File: config.mk
export PLATFORM = sky130hd
export DESIGN_NAME = dsdv_route_table_update
export DESIGN_NICKNAME = d
export VERILOG_FILES = /design/src/dsdv_pkg.sv /design/src/dsdv_ram.sv /design/src/dsdv_front.sv /design/src/dsdv_back.sv /design/src/dsdv_route_table_update.sv
export SDC_FILE = /design/constraint.sdc
export NUM_CORES = 2
export LEC_CHECK = 0
export BUFFER_PORTS_ARGS = -buffer_cell sky130_fd_sc_hd__buf_2
export CAP_MARGIN = 5
export CELL_PAD_IN_SITES_DETAIL_PLACEMENT = 1
export CELL_PAD_IN_SITES_GLOBAL_PLACEMENT = 1
export CORE_ASPECT_RATIO = 0.5
export CORE_UTILIZATION = 28
export CTS_CLUSTER_SIZE = 10
export DETAILED_ROUTE_END_ITERATION = 8
export PLACE_DENSITY = 0.53
export SLEW_MARGIN = 20
export SYNTH_ARGS = -nofsm -noshare
export SYNTH_HDL_FRONTEND = slang
export SYNTH_HIERARCHICAL = 1
export SYNTH_SLANG_ARGS = --single-unit
export TNS_END_PERCENT = 20
File: constraint.sdc
create_clock -name clk_i -period 7.2 [get_ports clk_i]
set_input_delay 0 -clock clk_i [delete_from_list [all_inputs] [get_ports clk_i]]
set_output_delay 0 -clock clk_i [all_outputs]
set_load 0.01 [all_outputs]
File: src/dsdv_pkg.sv
// Shared types and constants for the DSDV route table update block.
// No dependencies; the front end, back end and top level import this package.
package dsdv_pkg;

  // Table geometry
  localparam int unsigned MaxNodes = 64;
  localparam int unsigned NodeW    = $clog2(MaxNodes);
  localparam int unsigned HopW     = 8;
  localparam logic [HopW-1:0] HopMax = {HopW{1'b1}};
  localparam int unsigned SeqW     = 32;
  localparam logic [SeqW-1:0] SeqMax     = {SeqW{1'b1}};
  localparam logic [SeqW-1:0] SeqBumpLim = SeqMax - SeqW'(1);
  localparam logic [SeqW-1:0] SeqBump    = SeqW'(2);

  // Depth of the queue between front and back
  localparam int unsigned QueueDepth = 2;
  localparam int unsigned QPtrW      = $clog2(QueueDepth);
  localparam int unsigned QCntW      = $clog2(QueueDepth + 1);

  // Request kinds
  typedef enum logic [1:0] {
    REQ_INIT   = 2'd0,
    REQ_MERGE  = 2'd1,
    REQ_BUMP   = 2'd2,
    REQ_LOOKUP = 2'd3
  } req_e;

  // Input item
  typedef struct packed {
    logic [1:0]      req_type;
    logic [5:0]      destination;
    logic [7:0]      advertised_hops;
    logic [31:0]     advertised_seq;
    logic [5:0]      neighbor;
  } req_t;

  // Result item
  typedef struct packed {
    logic            found;
    logic [5:0]      next_hop;
    logic [7:0]      hop_count;
    logic [31:0]     seq_number;
    logic            changed;
  } rsp_t;

  // Classified command handed from front to back
  typedef struct packed {
    req_e              kind;
    logic [NodeW-1:0]  idx;
    logic [7:0]        adv_hops;
    logic [SeqW-1:0]   adv_seq;
    logic [NodeW-1:0]  neighbor;
  } cmd_t;

  // One stored route
  typedef struct packed {
    logic [NodeW-1:0]  next_hop;
    logic [HopW-1:0]   hops;
    logic [SeqW-1:0]   seq;
  } entry_t;

endpackage

File: src/dsdv_ram.sv
// Generic single-write, single-read RAM with registered read data.
// No dependencies.
module dsdv_ram #(
  parameter int unsigned Width = 8,
  parameter int unsigned Depth = 64
) (
  input  logic                     clk_i,
  input  logic                     we_i,
  input  logic [$clog2(Depth)-1:0] waddr_i,
  input  logic [Width-1:0]         wdata_i,
  input  logic                     re_i,
  input  logic [$clog2(Depth)-1:0] raddr_i,
  output logic [Width-1:0]         rdata_o
);

  logic [Width-1:0] mem_q [Depth];
  logic [Width-1:0] rdata_q;

  // Write port
  always_ff @(posedge clk_i) begin
    if (we_i) begin
      mem_q[waddr_i] <= wdata_i;
    end
  end

  // Registered read port
  always_ff @(posedge clk_i) begin
    if (re_i) begin
      rdata_q <= mem_q[raddr_i];
    end
  end

  assign rdata_o = rdata_q;

endmodule

File: src/dsdv_front.sv
// Front end: accepts request items, resolves the table index and queues them.
// Depends on dsdv_pkg.
module dsdv_front (
  input  logic                      clk_i,
  input  logic                      rst_ni,
  input  logic [dsdv_pkg::NodeW-1:0] own_node_i,
  input  logic                      in_valid_i,
  output logic                      in_ready_o,
  input  dsdv_pkg::req_t            in_data_i,
  output logic                      cmd_valid_o,
  input  logic                      cmd_pop_i,
  output dsdv_pkg::cmd_t            cmd_o
);
  import dsdv_pkg::*;

  cmd_t             queue_q [QueueDepth];
  logic [QPtrW-1:0] wptr_q, wptr_d;
  logic [QPtrW-1:0] rptr_q, rptr_d;
  logic [QCntW-1:0] count_q, count_d;
  cmd_t             cmd_new;
  logic             push;

  // Classify: init and bump address the own entry, the rest the destination
  always_comb begin
    cmd_new.kind     = req_e'(in_data_i.req_type);
    cmd_new.adv_hops = in_data_i.advertised_hops;
    cmd_new.adv_seq  = in_data_i.advertised_seq;
    cmd_new.neighbor = in_data_i.neighbor;
    if (in_data_i.req_type inside {REQ_INIT, REQ_BUMP}) begin
      cmd_new.idx = own_node_i;
    end else begin
      cmd_new.idx = in_data_i.destination;
    end
  end

  assign in_ready_o  = (count_q != QCntW'(QueueDepth));
  assign push        = in_valid_i && in_ready_o;
  assign cmd_valid_o = (count_q != '0);
  assign cmd_o       = queue_q[rptr_q];

  // Advance pointers and fill count
  always_comb begin
    wptr_d  = wptr_q;
    rptr_d  = rptr_q;
    count_d = count_q;
    if (push) begin
      wptr_d = (wptr_q == QPtrW'(QueueDepth - 1)) ? '0 : wptr_q + QPtrW'(1);
    end
    if (cmd_pop_i) begin
      rptr_d = (rptr_q == QPtrW'(QueueDepth - 1)) ? '0 : rptr_q + QPtrW'(1);
    end
    if (push && !cmd_pop_i) begin
      count_d = count_q + QCntW'(1);
    end else if (!push && cmd_pop_i) begin
      count_d = count_q - QCntW'(1);
    end
  end

  always_ff @(posedge clk_i or negedge rst_ni) begin
    if (!rst_ni) begin
      wptr_q  <= '0;
      rptr_q  <= '0;
      count_q <= '0;
    end else begin
      wptr_q  <= wptr_d;
      rptr_q  <= rptr_d;
      count_q <= count_d;
    end
  end

  // Queue storage
  always_ff @(posedge clk_i) begin
    if (push) begin
      queue_q[wptr_q] <= cmd_new;
    end
  end

endmodule

File: src/dsdv_back.sv
// Back end: read-modify-write of the route table and the result register.
// Depends on dsdv_pkg and dsdv_ram.
module dsdv_back (
  input  logic           clk_i,
  input  logic           rst_ni,
  input  logic           cmd_valid_i,
  output logic           cmd_pop_o,
  input  dsdv_pkg::cmd_t cmd_i,
  output logic           out_valid_o,
  input  logic           out_ready_i,
  output dsdv_pkg::rsp_t out_data_o
);
  import dsdv_pkg::*;

  typedef enum logic [1:0] {
    S_IDLE = 2'b01,
    S_EXEC = 2'b10
  } state_e;

  state_e              state_q, state_d;
  cmd_t                cur_q;
  logic [MaxNodes-1:0] valid_q;
  logic                out_valid_q;
  rsp_t                out_q;
  entry_t              rd_entry;
  entry_t              wr_entry;
  entry_t              res_entry;
  logic                we;
  logic                vld;
  logic                found;
  logic [HopW:0]       hop_sum;
  logic [HopW-1:0]     new_hops;
  rsp_t                rsp;

  // Route storage
  dsdv_ram #(
    .Width($bits(entry_t)),
    .Depth(MaxNodes)
  ) u_table (
    .clk_i  (clk_i),
    .we_i   (we),
    .waddr_i(cur_q.idx),
    .wdata_i(wr_entry),
    .re_i   (cmd_pop_o),
    .raddr_i(cmd_i.idx),
    .rdata_o(rd_entry)
  );

  // Start an item only when the result slot is free at the next edge
  assign cmd_pop_o = (state_q == S_IDLE) && cmd_valid_i && (!out_valid_q || out_ready_i);

  assign vld      = valid_q[cur_q.idx];
  assign hop_sum  = {1'b0, cur_q.adv_hops} + (HopW + 1)'(1);
  assign new_hops = (hop_sum > {1'b0, HopMax}) ? HopMax : hop_sum[HopW-1:0];

  // Decide the table update
  always_comb begin
    we       = 1'b0;
    wr_entry = rd_entry;
    if (state_q == S_EXEC) begin
      case (cur_q.kind)
        REQ_INIT: begin
          we       = 1'b1;
          wr_entry = '{next_hop: cur_q.idx, hops: '0, seq: '0};
        end
        REQ_MERGE: begin
          if (!vld || (cur_q.adv_seq > rd_entry.seq) ||
              ((cur_q.adv_seq == rd_entry.seq) && (new_hops < rd_entry.hops))) begin
            we       = 1'b1;
            wr_entry = '{next_hop: cur_q.neighbor, hops: new_hops, seq: cur_q.adv_seq};
          end
        end
        REQ_BUMP: begin
          if (vld) begin
            we           = 1'b1;
            wr_entry.seq = (rd_entry.seq >= SeqBumpLim) ? SeqMax : rd_entry.seq + SeqBump;
          end
        end
        REQ_LOOKUP: begin
          we = 1'b0;
        end
        default: begin
          we = 1'b0;
        end
      endcase
    end
  end

  // Build the result from the entry as it stands after the item
  always_comb begin
    found     = we || vld;
    res_entry = we ? wr_entry : rd_entry;
    rsp       = '0;
    if (found) begin
      rsp.found      = 1'b1;
      rsp.next_hop   = res_entry.next_hop;
      rsp.hop_count  = res_entry.hops[7:0];
      rsp.seq_number = res_entry.seq;
      rsp.changed    = we;
    end
  end

  // Sequencer
  always_comb begin
    state_d = state_q;
    case (state_q)
      S_IDLE: begin
        if (cmd_pop_o) begin
          state_d = S_EXEC;
        end
      end
      S_EXEC: begin
        state_d = S_IDLE;
      end
      default: begin
        state_d = S_IDLE;
      end
    endcase
  end

  always_ff @(posedge clk_i or negedge rst_ni) begin
    if (!rst_ni) begin
      state_q     <= S_IDLE;
      valid_q     <= '0;
      out_valid_q <= 1'b0;
    end else begin
      state_q <= state_d;
      if (we) begin
        valid_q[cur_q.idx] <= 1'b1;
      end
      if (state_q == S_EXEC) begin
        out_valid_q <= 1'b1;
      end else if (out_ready_i) begin
        out_valid_q <= 1'b0;
      end
    end
  end

  // Hold the command and the result payload
  always_ff @(posedge clk_i) begin
    if (cmd_pop_o) begin
      cur_q <= cmd_i;
    end
    if (state_q == S_EXEC) begin
      out_q <= rsp;
    end
  end

  assign out_valid_o = out_valid_q;
  assign out_data_o  = out_q;

endmodule

File: src/dsdv_route_table_update.sv
// DSDV route table update block, top level.
// Depends on dsdv_pkg, dsdv_front, dsdv_back and dsdv_ram.
//
// Usage:
//   Configuration: write own_node on cfg_valid_i/cfg_ready_o with the data on
//   cfg_own_node_i; the port is always ready. Write only while no item is in
//   flight.
//   Requests: in_valid_i/in_ready_o carry one item (init, merge, bump or
//   lookup). Each item gives exactly one result on out_valid_o/out_ready_i,
//   describing the addressed entry after the item.
//   Latency: when the output is free, a transferred item passes the queue,
//   then the command register and the registered table read, then the result register.
//   Pacing: the engine takes a new item only after the last one has finished the
//   read-modify-write of the route table RAM (registered read, then compare and write back).
//   A 2-entry queue sits between the front end and the table engine, so
//   items keep being transferred while a result waits at the output.
//   Reset: all route valid bits, the queue and own_node clear at once; the
//   table RAM contents are only read behind a set valid bit.
//   Stall: when out_ready_i is low the result register holds, the engine
//   stops, the queue fills and then in_ready_o drops.
module dsdv_route_table_update (
  input  logic                       clk_i,
  input  logic                       rst_ni,
  input  logic                       cfg_valid_i,
  output logic                       cfg_ready_o,
  input  logic [dsdv_pkg::NodeW-1:0] cfg_own_node_i,
  input  logic                       in_valid_i,
  output logic                       in_ready_o,
  input  dsdv_pkg::req_t             in_data_i,
  output logic                       out_valid_o,
  input  logic                       out_ready_i,
  output dsdv_pkg::rsp_t             out_data_o
);
  import dsdv_pkg::*;

  logic [NodeW-1:0] own_node_q;
  logic             cmd_valid;
  logic             cmd_pop;
  cmd_t             cmd;

  // Configuration register
  assign cfg_ready_o = 1'b1;

  always_ff @(posedge clk_i or negedge rst_ni) begin
    if (!rst_ni) begin
      own_node_q <= '0;
    end else if (cfg_valid_i) begin
      own_node_q <= cfg_own_node_i;
    end
  end

  dsdv_front u_front (
    .clk_i      (clk_i),
    .rst_ni     (rst_ni),
    .own_node_i (own_node_q),
    .in_valid_i (in_valid_i),
    .in_ready_o (in_ready_o),
    .in_data_i  (in_data_i),
    .cmd_valid_o(cmd_valid),
    .cmd_pop_i  (cmd_pop),
    .cmd_o      (cmd)
  );

  dsdv_back u_back (
    .clk_i      (clk_i),
    .rst_ni     (rst_ni),
    .cmd_valid_i(cmd_valid),
    .cmd_pop_o  (cmd_pop),
    .cmd_i      (cmd),
    .out_valid_o(out_valid_o),
    .out_ready_i(out_ready_i),
    .out_data_o (out_data_o)
  );

  // A written entry is always reported as present
  assert property (@(posedge clk_i) disable iff (!rst_ni)
    out_valid_o && out_data_o.changed |-> out_data_o.found)
    else $error("changed result without found");

  // A missing entry reports zero route fields
  assert property (@(posedge clk_i) disable iff (!rst_ni)
    out_valid_o && !out_data_o.found |->
      (out_data_o.next_hop == '0) && (out_data_o.hop_count == '0) &&
      (out_data_o.seq_number == '0) && !out_data_o.changed)
    else $error("missing entry with nonzero fields");

  // The table engine takes one command at a time
  assert property (@(posedge clk_i) disable iff (!rst_ni)
    cmd_pop |=> !cmd_pop)
    else $error("engine popped two commands back to back");

  // Only a queued command can be started
  assert property (@(posedge clk_i) disable iff (!rst_ni)
    cmd_pop |-> cmd_valid)
    else $error("pop from an empty queue");

endmodule
==> key figures <==
Cells and area
  • Fill cells: 44549
  • Sequential cell area: between 90000 and 100000 um^2
  • Area growth from synthesis to layout: 17.07%
  • Multi-input logic area: around 28000 um^2
  • Ratio of cells with drive above 1 in the final layout: between 20% and 30%
  • Design Area, Final: between 100000 and 150000 um^2
  • Final net count: approximately 6700

Drt
  • Via density: between 5 and 6
  • Drt wl/cell: around 32 um
  • TritonRoute pass-1 iters: 5
  • Post-route ant nets: 0
  • DRT iter0 DRCs: 8078
  • Via count: approximately 66000
  • Total Wirelength: 412700 um
  • Residual DRC count: 0

Yosys
  • EDFF count, synth: 3200
  • Top-area cell type share of the netlist area: between 70 and 80%
  • Post-Syn Instances: approximately 6000
  • Warnings from Yosys: 6
  • Post-synth top flop: edfxtp_1
  • Syn avg cell area: 21.30 um^2
  • Netlist cell types: 83
  • Register area share after synthesis: 77.04%
  • Ys async rst share: around 2.3%
  • Syn Nets: 6080
  • Synth area leader: edfxtp_1
  • Ranking of synthesized cells by area: edfxtp_1 76%, mux4_2 13%, dfrtp_1 1.5%, mux2i_1 0.91%, o22ai_1 0.89%
  • Area of the mapped netlist: about 130000 um^2
  • Register bit total from synthesis: roughly 3300

Hold path
  • Hold Path Class: primary input to async pin

Floorplan
  • Starting density of the core: between 20% and 30%
  • FP Rows: 174
  • IO Count: about 120
  • Die Wd: ~960 um
  • Core ar.: about 450000 um^2
  • Die footprint: 457300 um^2
  • Die Height: 478.7 um

Job
  • Total of max-cap violations: 0

Power
  • P_leak: approximately 47 nW
  • Pint: 41.46 mW
  • Tot Pwr: between 60 and 70 mW
  • Flop pwr share: 41.6%
  • Net Switching: about 22 mW
  • Clk pwr share: roughly a quarter
  • Peak VDD IR: between 0.2 and 0.3 mV
  • Sw Share: 35.16%
  • Combinational Power Share: between 30% and 40%
  • Pwr Density: 429.3 nW/um^2

Critical path
  • Nature of the critical path endpoint: register
  • Crit path arrival time: approximately 6.7 ns
  • WP data required: about 7.7 ns
  • Reg2Reg Depth: 19
  • Worst flop-to-flop path startpoint: u_back/cur_q[38]
  • Critical path class: register to register
  • Worst setup SP type: register
  • FF-to-FF End: u_back/u_table/mem_q[48][37]
  • Reg2reg setup slack: about 1.1 ns
  • Critical-path maximum fanout: 37

Place
  • Placed cell areas: roughly 140000 um^2
  • HPWL after DPL: approximately 260000 um
  • IO buf count: 114
  • GP Congestion: ~0.84

Clock tree
  • CTS Hold Bufs: 133
  • Reg clk slew, reported paths: approximately 0.05 ns
  • Clock Tree Buf Depth: 4
  • CTS resizes: 0
  • Postcts setup bufs: 0
  • TritonCTS Buffers: 373
  • Worst skew pair latency: between 0.9 and 1 ns
  • Max H-tree Level: 5
  • Clk sinks: ~3300
  • Root Driver: clkbuf_16
  • CTS tree: done

STA
  • Setup Viol. Count Final: 0
  • Period utilization: about 85%
  • Unrepaired setup endpoints after global routing: no
  • Sum Neg Setup Slack: 0 ns
  • Fin. Hold Viols: 0
  • Minimum clock period: between 6 and 7 ns
  • Fmax: approximately 0.16 GHz
  • Final Max Tran Viols: 0
  • Slew Limit Headroom: 22.47%
  • Worst slew pin tran: around 1.2 ns
  • Final Skew: about 0.06 ns

Global routing
  • Largest net degree at the start of global routing: 82
  • Overflow left after global routing: 0
  • Vias in the first global route: approximately 68000
  • Tot GR Track Use: 17.62%
  • First-pass GRT wire length: 566900 um
  • Number of antenna violations at the first check in global routing: 41

Run status
  • Status: finished, final reports clean
-- per-layer routing --
layer / wire (um) / global-route usage [%]
met5: 13 / 0
met4: 12940 / 5.138
met3: 30230 / 2.743
met2: 188900 / 27.82
met1: 180500 / 25.25
-- logic make-up after synthesis --
group,after synthesis,share of synthesized area (%)
AO/OA/AOI/OAI,716,4.031
XOR/XNOR,10,0.06884
adder cells (fa/ha/maj),43,0.4229
buffers and inverters,388,1.529
flip-flops,3277,77.04
multiplexers,908,14.38
other,1,0.002947
AND/OR/NAND/NOR,629,2.525
-- sequential cells by signal, summed over array words and instances (netlist names) --
signal / count
u_front/queue_q: 108
u_back/cur_q: 54
own_node_q: 6
u_front/wptr_q: 1
u_back/valid_q: 64
u_back/state_q: 2
u_back/u_table/mem_q: 2944
u_back/out_valid_o: 1
u_front/rptr_q: 1
u_front/count_q: 2
u_back/out_data_o: 48
u_back/u_table/rdata_o: 46
-- critical path: stages, from the launching register on --
cell,delay [ns]
edfxtp_1,0.45
inv_1,0.07
ha_1,0.31
or4b_2,0.61
nor3_1,0.20
o211ai_1,0.15
nand3_1,0.17
ha_1,0.26
a21o_1,0.19
a21oi_1,0.16
o221ai_1,0.15
o2bb2ai_1,0.41
a31oi_4,0.07
a21o_1,0.28
a21oi_4,0.29
buf_4,0.25
nor2b_1,0.19
nand4b_1,0.41
nor3_4,0.27
buf_4,0.71
-- placed cells by master, fill, tap and decap left out, drive strengths merged, types with 53 or more instances in the layout --
| cell type | synthesis | routed |
|---|---|---|
| mux4 | 711 | 711 |
| nor3 | 61 | 61 |
| dfrtp | 76 | 76 |
| nor2 | 122 | 122 |
| clkbuf | 167 | 430 |
| edfxtp | 3200 | 3200 |
| o22ai | 180 | 180 |
| dlygate4sd3 | 0 | 132 |
| nor2b | 69 | 69 |
| buf | 167 | 444 |
| a21oi | 53 | 53 |
| nand3 | 86 | 86 |
| mux2i | 116 | 116 |
| a211oi | 69 | 69 |
| a21o | 88 | 88 |
| a22oi | 124 | 124 |
| mux2 | 81 | 81 |
| nand2 | 133 | 133 |
| inv | 54 | 60 |
-- layout make-up --
cell class / count / area share, %
flip-flops and latches: 3277 / 65.81
multi-input cells: 2307 / 18.90
clock buffers: 430 / 6.502
well taps: 6072 / 5.100
repair buffers: 576 / 3.394
clock inverters: 20 / 0.1420
inverters: 54 / 0.1369
diodes: 9 / 0.01512
-- synthesized netlist by cell type (all sizes together) (7+ instances only) --
cell and number:
inv 54, buf 167, nand4 21, and3 29
o22a 27, and4 13, o211ai 23, a211oi 69
ha 43, nor2b 69, clkbuf 167, a22oi 124
a21oi 53, mux4 711, a31oi 16, nor2 122
a22o 16, a21o 88, nor3 61, nand2b 22
o22ai 180, edfxtp 3200, mux2 81, or2 8
nor4 29, and2 17, nand2 133, o221ai 34
a2111oi 7, dfrtp 76, o21ai 34, nand3 86
mux2i 116
-- power by group through the flow --
stage | combinational (mW) | clock (mW) | sequential (mW)
4_1_cts | 21.0 | 16.9 | 26.6
2_1_floorplan | 11.5 | 0 | 26.6
5_1_grt | 21.9 | 17.5 | 26.6
6_report | 20.8 | 16.6 | 26.6
3_3_place_gp | 20.7 | 0 | 26.9
3_5_place_dp | 20.9 | 0 | 26.9
-- worst max-delay path by stage --
| stage | startpoint | endpoint | slack, ns | depth (start not counted) |
|---|---|---|---|---|
| after floorplan | u_back/cur_q[38] | u_back/u_table/mem_q[49][0] | -0.33 | 19 |
| after global placement | u_back/cur_q[38] | u_back/u_table/mem_q[48][17] | 1.21 | 19 |
| after detailed placement | u_back/cur_q[38] | u_back/u_table/mem_q[46][33] | 1.27 | 16 |
| after CTS | u_back/cur_q[38] | u_back/u_table/mem_q[48][32] | 1.21 | 19 |
| after global routing | u_back/cur_q[38] | u_back/u_table/mem_q[48][41] | 0.92 | 19 |
| final | u_back/cur_q[38] | u_back/u_table/mem_q[48][37] | 1.06 | 19 |
-- per-stage QoR --
| step | utilization, % | setup slack (ns) | hold slack (ns) | instances |
|---|---|---|---|---|
| after floorplan | - | -0.3287 | -0.2956 | 5972 |
| after global placement | 30.53 | 1.207 | -0.04674 | 12152 |
| after detailed placement | 30.54 | 1.271 | -0.03809 | 12153 |
| after CTS | 33.03 | 1.211 | 0.1066 | 12736 |
| after global routing | 33.03 | 0.9237 | 0.1554 | 12737 |
| final | 33.04 | 1.063 | 0.1656 | 12745 |
No activity file was read; power rests on OpenSTA's default activity.
